$ cat src/rtl/mi4_ram.sv
module mi4_ram #(
  parameter int unsigned W     = 32,
  parameter int unsigned DEPTH = 16
) (
  input  logic                     clk_i,
  input  logic                     we_i,
  input  logic [$clog2(DEPTH)-1:0] waddr_i,
  input  logic [W-1:0]             wdata_i,
  input  logic                     re_i,
  input  logic [$clog2(DEPTH)-1:0] raddr_i,
  output logic [W-1:0]             rdata_o
);

  logic [W-1:0] mem [DEPTH];

  always_ff @(posedge clk_i) begin
    if (we_i) begin
      mem[waddr_i] <= wdata_i;
    end
    if (re_i) begin
      rdata_o <= mem[raddr_i];
    end
  end

endmodule

$ cat config.mk
export PLATFORM = sky130hd
export DESIGN_NAME = mi4_ram
export DESIGN_NICKNAME = d
export VERILOG_FILES = /design/src/rtl/mi4_ram.sv
export SDC_FILE = /design/constraint.sdc
export NUM_CORES = 1
export LEC_CHECK = 0
export BUFFER_PORTS_ARGS = -buffer_cell sky130_fd_sc_hd__buf_2
export CORE_MARGIN = 4
export CORE_UTILIZATION = 27
export CTS_BUF_LIST = sky130_fd_sc_hd__clkbuf_4
export CTS_CLUSTER_DIAMETER = 100
export DETAILED_ROUTE_END_ITERATION = 6
export PLACE_DENSITY = 0.39
export SETUP_SLACK_MARGIN = 0.15
export SYNTH_ARGS = -nofsm -noshare
export SYNTH_HDL_FRONTEND = slang
export SYNTH_SLANG_ARGS = --single-unit
$ cat constraint.sdc
create_clock -name clk_i -period 4.6 [get_ports clk_i]
set_input_delay 0.23 -clock clk_i [delete_from_list [all_inputs] [get_ports clk_i]]
set_output_delay 0.23 -clock clk_i [all_outputs]
set_load 0.01 [all_outputs]
**Yosys cells after proc, flatten, opt, wreduce, memory -nomap -nowiden**

Memories as Yosys holds them, arrays and structs flattened. A register that Yosys moved wholly into a read port is not among the register bits.
Cells that the tools add are included.

- Divide/modulo/power cells: 0
- Magnitude comparators: 0
- Multiply operators: 0
- Eq/ne operators: 0
- Add/sub/neg operators: 0
- Shift-type cells: 0
- Bitwise gates (word level): 0
- Reduce and logical (&&, ||, !) cells: 0
- Muxes and demuxes: 2

Operators by type and width:

| kind | number |
|---|---|
| 1-bit two-way mux | 2 |

- Latch bits: 0
- Register bits: 0
- Logic and storage cells: 3
- RAM bits: 512
- Memories kept: 1
- Bits in read-only memories: 0
- Input bits: 43

Memory list:

| memory | words | bits a word | rd ports | clocked after memory_dff | wr ports | RTL line | source |
|---|---|---|---|---|---|---|---|
| mem | 16 | 32 | 1 | 1 | 1 | 14 | `logic [W-1:0] mem [DEPTH];` |

**Longest topological paths before layout**

- Depth in word-level cells: 2
- Depth in mapped cells: 5
- Mapped depth without buffers: 3

**Least setup slack after synthesis**

Ideal clock, no wire load.

- Path kind: in2reg
- Start: in waddr_i[2]
- End: mem mem[0][0] (enable)
- Setup time: 0.461 ns
- Cell stages on the path: 2
- Arrival time: 2.948 ns
- Path buffers: 0
- Path slack: 1.190 ns
- Cell sequence: or3b_2 > nor3_1

RTL lines:

| what | RTL line | source |
|---|---|---|
| start, declared | 7 | `input logic [$clog2(DEPTH)-1:0] waddr_i,` |
| end, declared | 14 |  |

Straight into the memory's write port.

**Worst setup path after layout**

- Start: in waddr_i[1]
- End: mem mem[13][0] (enable)

Straight into the memory's write port.

==> reports/metrics.csv <==
metric;value;unit
Comb power frac;5.1;%
first-pass GRT wire length;73800;um
CP Class;input pin to flip-flop;
Starting Density;27.5;%
Synth Instances;838;
DR pass1 iterations;7;
Total GRT Usage;13.1;%
area occupied by multi-input gates;3750;um2
max cap viols;0;
grt peak-use layer;met2;
Clock Latency Late Sink;0.96;ns
TritonCTS clock tree;done;
CTS H-tree lvls;4;
Startpoint Class;input pin;
Clk pwr share;41.2;%
Routed WL;50800;um
library cells used by synthesis;17;
Avg WL per Cell;23.6;um
Setup violations, final;0;
met3 Resource Use GR;3.49;%
syn_area_per_cell;24.1;um2
CP Capture Type;flip-flop;
antenna violations before repair;8;
clock transition at the registers of the reported paths;0.06;ns
clk_skew;0.0445;ns
Hold Path Class;input pin to flip-flop;
Register Area;16300;um2
via count;9840;
status;finished, final reports clean;
Area Overhead vs Synth;19.8;%
sequential area share after synthesis;81.0;%
Placed Area;21900;um2
Worst EP arrival;2.66;ns
CTS max path bufs;3;
clock sinks;544;
DP HPWL;26000;um
vias in the first global route;10900;
grt met1 use;18.0;%
M2 GR Usage;20.1;%
nets;1130;
Final Hold Viols;0;
final period utilization;44.6;%
VDD IR-drop max;0.000154;V
PD cells;433;nW/um2
Final Util;32.9;%
Reg power frac;53.7;%
fin. max-slew vios;0;
NetSw;2.33;mW
post-synthesis register bit count;544;
max frequency;488;MHz
slew margin rel.;18.8;%
actual slew at the worst max-slew pin;1.22;ns
Pint;8.12;mW
hold buffers post-CTS;39;
grt ovf;0;
Residual DRC;0;
Final ANT Viol Nets;0;
PostCTS Resize Cnt;0;
die width;281;um
Ys Warns;0;
Synth Cell Area;20200;um2
Num CTS Buffers;152;
Tmin final;2.05;ns
Die Area;79200;um2
CORE AREA;73500;um2
CTS root buffer;clkbuf_4;
WP data required;5.21;ns
sw frac;22.3;%
layout cells sized above 1;40.4;%
design area;24200;um2
critical path fanouts, max;23;
RSZ-0062 raised after global routing;false;
pin count of the biggest net entering global routing;78;
Core Rows;99;
Leak;7.79;nW
Syn Nets;881;
drt first-iter violations;750;
IO Port Bufs;74;
I/O Pins;75;
GP Congestion;0.664;
DR vias/cell;4.57;
commonest non-fill, non-tap cells in the layout;544 x edfxtp_1, 217 x clkbuf_4, 128 x mux4_2;
final setup TNS;0;ns
Layout fillers;7014;
post-CTS setup buffer count;0;
commonest non-fill, non-tap cell in the layout;edfxtp_1;
Die Ht;281;um
==> power by group through the flow <==
| stage | Combinational (mW) | Clock (mW) | Sequential (mW) |
|---|---|---|---|
| CTS | 0.552 | 4.52 | 5.62 |
| finish | 0.529 | 4.31 | 5.62 |
| global placement | 0.519 | 0 | 5.72 |
| floorplan | 0.267 | 0 | 5.73 |
| global route | 0.581 | 4.79 | 5.62 |
| detailed placement | 0.524 | 0 | 5.72 |
==> layer usage <==
metal / wire, um / vias up
li1: - / 4205
met1: 23500 / 5248
met2: 23600 / 291
met3: 2740 / 94
met4: 1000 / 2
met5: 7 / -
==> sequential cells by signal, summed over array words and instances (netlist names) <==
signal / flops
mem: 512
rdata_o: 32
==> kinds of logic after synthesis <==
group	share of synthesized area, %
compound gates	2.38
buf+inv	1.10
flops	81.0
mux	14.3
simple gates	1.25
==> synth_stat cells <==
cell type	n	share of area [%]
and2_1	1	0.031
buf_4	11	0.41
a22oi_1	64	2.4
nor3_1	4	0.099
nor2b_1	2	0.062
buf_2	4	0.099
or3b_2	1	0.043
nand3b_1	2	0.074
clkbuf_1	17	0.32
buf_1	9	0.17
mux4_2	128	14
nor2_1	13	0.24
edfxtp_1	544	81
nand3_1	1	0.025
nand2_1	33	0.61
buf_6	2	0.11
nand2b_1	2	0.062
==> cell type report <==
class                   count  share of cell area (%)
diodes                      6                  0.0621
flip-flops and latches    544                    67.6
multi-input cells         251                    15.5
clock buffers             217                    6.74
well taps                 959                    4.96
repair buffers            138                    4.10
clock inverters            39                    1.03
==> metrics by stage <==
stage / power [mW] / hold WS (ns) / cells / setup slack (ns)
finish: 10.5 / 0.165 / 2154 / 2.55
global route: 11.0 / 0.0841 / 2151 / 2.51
CTS: 10.7 / 0.0255 / 2148 / 2.60
detailed placement: 6.25 / 0.626 / 1853 / 1.97
global placement: 6.24 / 0.624 / 1853 / 2.00
floorplan: 5.99 / 0.329 / 838 / 1.19
==> path summary, 6_finish.rpt <==
path | startpoint | end | slack (ns) | cells past startpoint
min reg2reg | mem[14][5] | rdata_o[5] | 0.73 | 3
max | waddr_i[1] | mem[13][0] | 2.55 | 5
min | we_i | mem[10][20] | 0.16 | 3
max reg2reg | mem[3][0] | rdata_o[0] | 2.94 | 3
==> critical path, stage by stage <==
cell and delay, ns:
dlygate4sd3_1 0.53, buf_2 0.18, nand2b_1 0.32, nor2_4 0.98, buf_4 0.40
No activity file was read; power rests on OpenSTA's default activity.
