[config.mk]
export PLATFORM = sky130hd
export DESIGN_NAME = mi4_mul
export DESIGN_NICKNAME = d
export VERILOG_FILES = /design/src/rtl/mi4_pkg.sv /design/src/rtl/mi4_mul.sv
export SDC_FILE = /design/constraint.sdc
export NUM_CORES = 1
export LEC_CHECK = 0
export ABC_AREA = 1
export ABC_CLOCK_PERIOD_IN_PS = 4800
export BUFFER_PORTS_ARGS = -buffer_cell sky130_fd_sc_hd__buf_2
export CORE_ASPECT_RATIO = 1.2
export CORE_MARGIN = 1
export CORE_UTILIZATION = 35
export DETAILED_ROUTE_END_ITERATION = 8
export PLACE_DENSITY = 0.65
export SYNTH_ARGS = -nofsm -noshare
export SYNTH_HDL_FRONTEND = slang
export SYNTH_SLANG_ARGS = --single-unit
[constraint.sdc]
create_clock -name clk_i -period 4.8 [get_ports clk_i]
set_input_delay 0.96 -clock clk_i [delete_from_list [all_inputs] [get_ports clk_i]]
set_output_delay 0.96 -clock clk_i [all_outputs]
set_load 0.05 [all_outputs]
[src/rtl/mi4_pkg.sv]
package mi4_pkg;

  // Handshake status that a multi-cycle arithmetic unit reports back to the sequencer.
  typedef struct packed {
    logic busy;
    logic done;
  } mi4_status_t;

  // Row order of the three factors of one term of a 3x3 determinant.
  // The result packs the row for factor 0 in [1:0], factor 1 in [3:2] and factor 2 in [5:4].
  function automatic logic [5:0] mi4_perm(input logic [2:0] pi);
    logic [5:0] res;
    case (pi)
      3'd0: res = {2'd2, 2'd1, 2'd0};
      3'd1: res = {2'd1, 2'd2, 2'd0};
      3'd2: res = {2'd2, 2'd0, 2'd1};
      3'd3: res = {2'd0, 2'd2, 2'd1};
      3'd4: res = {2'd1, 2'd0, 2'd2};
      3'd5: res = {2'd0, 2'd1, 2'd2};
      default: res = {2'd2, 2'd1, 2'd0};
    endcase
    return res;
  endfunction

  // True for the odd permutations, whose terms are subtracted.
  function automatic logic mi4_perm_neg(input logic [2:0] pi);
    return (pi == 3'd1) || (pi == 3'd2) || (pi == 3'd5);
  endfunction

endpackage

[src/rtl/mi4_mul.sv]
module mi4_mul #(
  parameter int unsigned AW = 32,
  parameter int unsigned BW = 98
) (
  input  logic                   clk_i,
  input  logic                   rst_ni,
  input  logic                   start_i,
  input  logic [AW-1:0]          a_i,
  input  logic [BW-1:0]          b_i,
  output mi4_pkg::mi4_status_t   status_o,
  output logic [AW+BW-1:0]       p_o
);
  import mi4_pkg::*;

  localparam int unsigned PW = AW + BW;
  localparam int unsigned CW = $clog2(AW + 1);

  logic          busy_q, done_q;
  logic [CW-1:0] cnt_q;
  logic          neg_q;
  logic [AW-1:0] am_q;
  logic [PW-1:0] bs_q, acc_q;
  logic [AW-1:0] a_abs;
  logic [BW-1:0] b_abs;

  // Signed product as magnitudes: one bit of a per cycle, shift and add.
  assign a_abs = a_i[AW-1] ? (~a_i + AW'(1)) : a_i;
  assign b_abs = b_i[BW-1] ? (~b_i + BW'(1)) : b_i;

  always_ff @(posedge clk_i or negedge rst_ni) begin
    if (!rst_ni) begin
      busy_q <= 1'b0;
      done_q <= 1'b0;
      cnt_q  <= '0;
    end else if (start_i) begin
      busy_q <= 1'b1;
      done_q <= 1'b0;
      cnt_q  <= CW'(AW);
    end else if (busy_q) begin
      cnt_q <= cnt_q - CW'(1);
      if (cnt_q == CW'(1)) begin
        busy_q <= 1'b0;
        done_q <= 1'b1;
      end
    end else begin
      done_q <= 1'b0;
    end
  end

  always_ff @(posedge clk_i) begin
    if (start_i) begin
      neg_q <= a_i[AW-1] ^ b_i[BW-1];
      am_q  <= a_abs;
      bs_q  <= {{AW{1'b0}}, b_abs};
      acc_q <= '0;
    end else if (busy_q) begin
      if (am_q[0]) begin
        acc_q <= acc_q + bs_q;
      end
      am_q <= am_q >> 1;
      bs_q <= bs_q << 1;
    end
  end

  assign p_o             = neg_q ? (~acc_q + PW'(1)) : acc_q;
  assign status_o.busy   = busy_q;
  assign status_o.done   = done_q;

endmodule

### After elaboration in Yosys (flattened, before gate mapping)

Cells that the tools add are included.

* bits of input ports: 133
* logic and storage cells: 36
* output and inout bits: 132
* register bits: 301

* multiplexer cells: 15
* add/subtract/negate cells: 5
* eq/ne operators: 2
* bitwise operators: 4
* reductions and logical operators: 2

Operators with widths (number)
* $mux W98: 3
* $add A130 B1 Y130 const B: 1
* $add A130 B130 Y130: 1
* $mux W130: 1
* $not A130 Y130: 1
* $add A98 B1 Y98 const B: 1
* $not A98 Y98: 1
* $mux W32: 3
* $add A32 B1 Y32 const B: 1
* $not A32 Y32: 1
* $mux W6: 2
* $eq A6 B1 Y1 const B: 1
* $mux W1: 6
* $sub A6 B1 Y6 const B: 1
* $ne A3 B2 Y1 const B: 1
* $reduce_and A2 Y1: 1
* $reduce_bool A2 Y1: 1
* $xor A1 B1 Y1: 1

### Longest topological paths before layout

* word-level depth: 4
* gate-level depth with buffers: 19
* depth with buffers taken out: 19

### Least setup slack after synthesis

No wires, ideal clock.

* kind: input -> register
* start: in start_i
* end: reg am_q[0] (enable)
* data required time: 4.255 ns
* data arrival time: 5.102 ns
* setup time: 0.545 ns
* path slack: -0.847 ns
* path buffers: 2
* stages: 4
* cells stage by stage: clkbuf_1 -> nor2_1 -> inv_1 -> clkbuf_1

* word-level cells in the longest chain between the ends: 1

Ends and longest elaborated chain
* start: declaration: line mi4_mul.sv:7 `input logic start_i,`
* $reduce_bool A2 Y1 (no source line)
* end signal: assignment: line mi4_mul.sv:53 `am_q <= a_abs;`
* end signal: assignment: line mi4_mul.sv:60 `am_q <= am_q >> 1;`
* end: declaration: line mi4_mul.sv:21 `logic [AW-1:0] am_q;`

Every way passes these cells.
A chain may end at the register's enable or synchronous reset.

### Final worst setup path

* start: reg acc_q[96]
* end: out p_o[119]

* word-level cells in the longest chain between the ends: 3

Ends and longest elaborated chain
* start: declaration: line mi4_mul.sv:22 `logic [PW-1:0] bs_q, acc_q;`
* start signal: assignment: line mi4_mul.sv:58 `acc_q <= acc_q + bs_q;`
* $not A130 Y130: line mi4_mul.sv:65 `assign p_o = neg_q ? (~acc_q + PW'(1)) : acc_q;`
* $add A130 B1 Y130: line mi4_mul.sv:65
* $mux W130: line mi4_mul.sv:65
* end: declaration: line mi4_mul.sv:11 `output logic [AW+BW-1:0] p_o`

Every way passes these cells.

==> results.yml <==
sta:
  min_period_ns: 4.75
  tightest_slew_ns: 1.19
  worst_slack_ns: 0.0485
  hold_violations: 0
  max_freq_mhz: 210
  period_share_pct: 99.0
  tns_ns: 0
  finClkSkew_ns: 0.0375
  rsz0062_at_grt: "no"
  setup_viol: 0
  maxSlewHeadroom_pct: 19.8
  drv_slew: 0
place:
  hpwl_um: 150000
  io_buffers: 264
  place.gp.congestion: 1.11
  place_inst: 7254
  dp_slack_ns: 0.713
layout:
  final-seq-area_um2: 7380
  layout_common_cells: "nand2_1 (1,657), inv_1 (1,128), nor2_1 (800), a21oi_1 (349), o21ai_0 (319)"
  layout_commonest_cell: "nand2_1"
  syn_to_final_growth_pct: 12.4
  multiInputGateArea_um2: 21100
  drive_above_1_share_pct: 7.32
  nFillCells: 10700
  final_cells: 7321
  nets: 6311
pwr:
  powerDensity_nw_per_um2: 397
  vdd_drop_max_mv: 0.293
  leakage_nw: 18.4
global_routing:
  grt_pass1_vias: 36200
  grt_max_degree: 117
  grt_overflow: 0
  grt_pass1_wl_um: 247000
  grt_usage_pct: 36.0
  antenna_found_initial: 9
logic_synthesis:
  ys_async_sr_fraction_pct: 2.66
  synth_fa_ha_area_share_pct: 5.12
  synth_xor_area_share_pct: 7.56
  syn_area_um2: 33100
  synth_cells: 5810
  ys_ff_latch: 301
  syn-num-nets: 6078
  synth_flop_cell: "dfxtp_1"
  synth_top_family_by_area: "simple AND/OR/NAND/NOR gates"
  synthMuxAreaShare_pct: 0
  synth-edff-count: 131
  synth.distinct_cells: 52
  synth-simple-area-share_pct: 37.8
  yosys_warnings: 0
  syn_avg_cell_area_um2: 5.70
  synth_compound_area_share_pct: 13.0
  seq_area_frac_synth_pct: 22.3
die:
  dieArea_um2: 95900
  die_x_um: 283
  die_h_um: 339
  core_um2: 93700
  io_pins: 265
  start_util_pct: 35.3
  rows: 123
job:
  max-cap-violations: 0
routing:
  vias: 38900
  wl_per_cell_um: 24.1
  first_iter_violations: 4484
  routed_wl_um: 176000
  routed_via_density: 5.31
  postRouteAntennaNets: 0
  drc_errors: 0
  firstDrtPassIters: 8
cts:
  htreeDepth: 2
  cts_tree: "yes"
  clkTransAtPathRegs_ns: 0.06
  cts_setup_buffers: 0
  cts.sinks: 301
  cts_buffer_depth: 3
  root_buffer: "clkbuf_16"
  insertion_delay_ns: 0.60
  cts_buffers: 37
setup_path:
  cp_max_fo: 3
  worstPathArrival_ns: 3.79
  startpoint_type: "flip-flop"
  cp-end-kind: "output pin"
  crit_type: "flip-flop to output pin"
  required_ns: 3.84
run_status:
  status: "finished, final reports clean"
min_path:
  worstHoldPathType: "input pin to async pin"
==> metrics by stage <==
step | util (%) | hold WS (ns) | total power [mW] | area (µm²)
finish | 39.7 | 0.225 | 14.8 | 37200
global route | 39.7 | 0.228 | 15.4 | 37200
CTS | 39.7 | 0.200 | 14.5 | 37200
detailed placement | 38.4 | 0.492 | 11.5 | 36000
global placement | 38.4 | 0.472 | 11.6 | 36000
floorplan | - | 0.449 | 8.47 | 33100
==> metal layers <==
layer | wire length (µm) | global-route usage (%)
met1 | 74800 | 48.2
met2 | 74800 | 54.5
met3 | 15600 | 6.40
met4 | 11100 | 19.1
met5 | 34 | 0
==> synth_stat cells, types with 3 or more instances <==
library cell  count  area [µm²]
o21bai_1         10        75.1
nor4b_1           3        26.3
o22ai_1          31         194
o21ai_2           4        35.0
buf_4             3        22.5
ha_1            134        1680
nor2_4            4        45.0
nor3_4            4        65.1
nand3_1         263        1320
nand2_2           8        50.1
or2_2             9        56.3
nor3_1           55         275
edfxtp_1        131        3930
clkbuf_1         91         342
nor3_2            6        60.1
inv_2             3        11.3
a31oi_1          60         375
dfrtp_1           8         200
o31ai_1           9        67.6
nand2_1        1658        6220
o21ai_1          11        55.1
nor2_2           13        81.3
xor2_1          272        2380
a21oi_1         349        1750
buf_1            19        71.3
nor2_1          800        3000
buf_2             4        20.0
nor4_1           25         156
nand4_1         144         901
nand3b_1         14         105
dfxtp_1         162        3240
and2_1            5        31.3
a21oi_2           3        26.3
o21ai_0         320        1600
a21o_1            4        30.0
o211ai_1          5        37.5
inv_1          1133        4250
xnor2_1          14         123
==> worst paths after layout <==
path | start | endpoint | slack (ns) | cells after the start
max | acc_q[96] | p_o[119] | 0.05 | 7
min | rst_ni | done_q | 0.23 | 1
max reg2reg | bs_q[0] | acc_q[114] | 0.97 | 18
min reg2reg | bs_q[126] | bs_q[126] | 0.50 | 2
max in group asynchronous | rst_ni | cnt_q[5] | 4.41 | 1
min in group clk_i | bs_q[126] | bs_q[126] | 0.50 | 2
==> area by class of cell <==
cell class                 count  share of cell area (%)
inverter                    1136                    11.5
clock inverter                21                   0.645
tap                         1250                    4.20
clock buffer                  44                    2.58
timing repair buffer         311                    4.66
antenna                        2                  0.0134
multi-input combinational   4256                    56.6
sequential                   301                    19.8
==> kinds of logic (layout without fill, tap and decap cells) <==
logic type,after synthesis,after routing
buffers and inverters,1253,1512
AOI/OAI and AO/OA,810,810
and+or+nand+nor,3025,3025
adders and majority gates,135,135
xor gates and xnor gates,286,286
other,0,2
DFF,301,301
==> registers in the layout, indices dropped and copies added, names as in the netlist <==
name and flops:
done_q 1, neg_q 1, acc_q 130, busy_q 1, bs_q 130, am_q 32
cnt_q 6
==> critical path, cell delays in order (launching register included) <==
cell     delay [ns]
dfxtp_1        0.31
buf_4          0.19
nor4_1         0.86
nand3_1        0.20
o21ai_0        0.99
nand3_1        0.18
xor2_1         0.18
buf_2          0.28
==> power breakdown <==
group          total [mW]  leakage [nW]  switching [mW]  internal (mW)
Sequential           3.64          2.84           0.560           3.08
Combinational        8.17          14.9            6.19           1.98
Clock                2.97         0.583            1.30           1.67
==> what timing repair did <==
item,4_1_cts,5_1_grt
hold buffers,0,0
gates resized for setup,0,7
setup endpoints to repair,0,7
(Power assumes the default switching activity.)
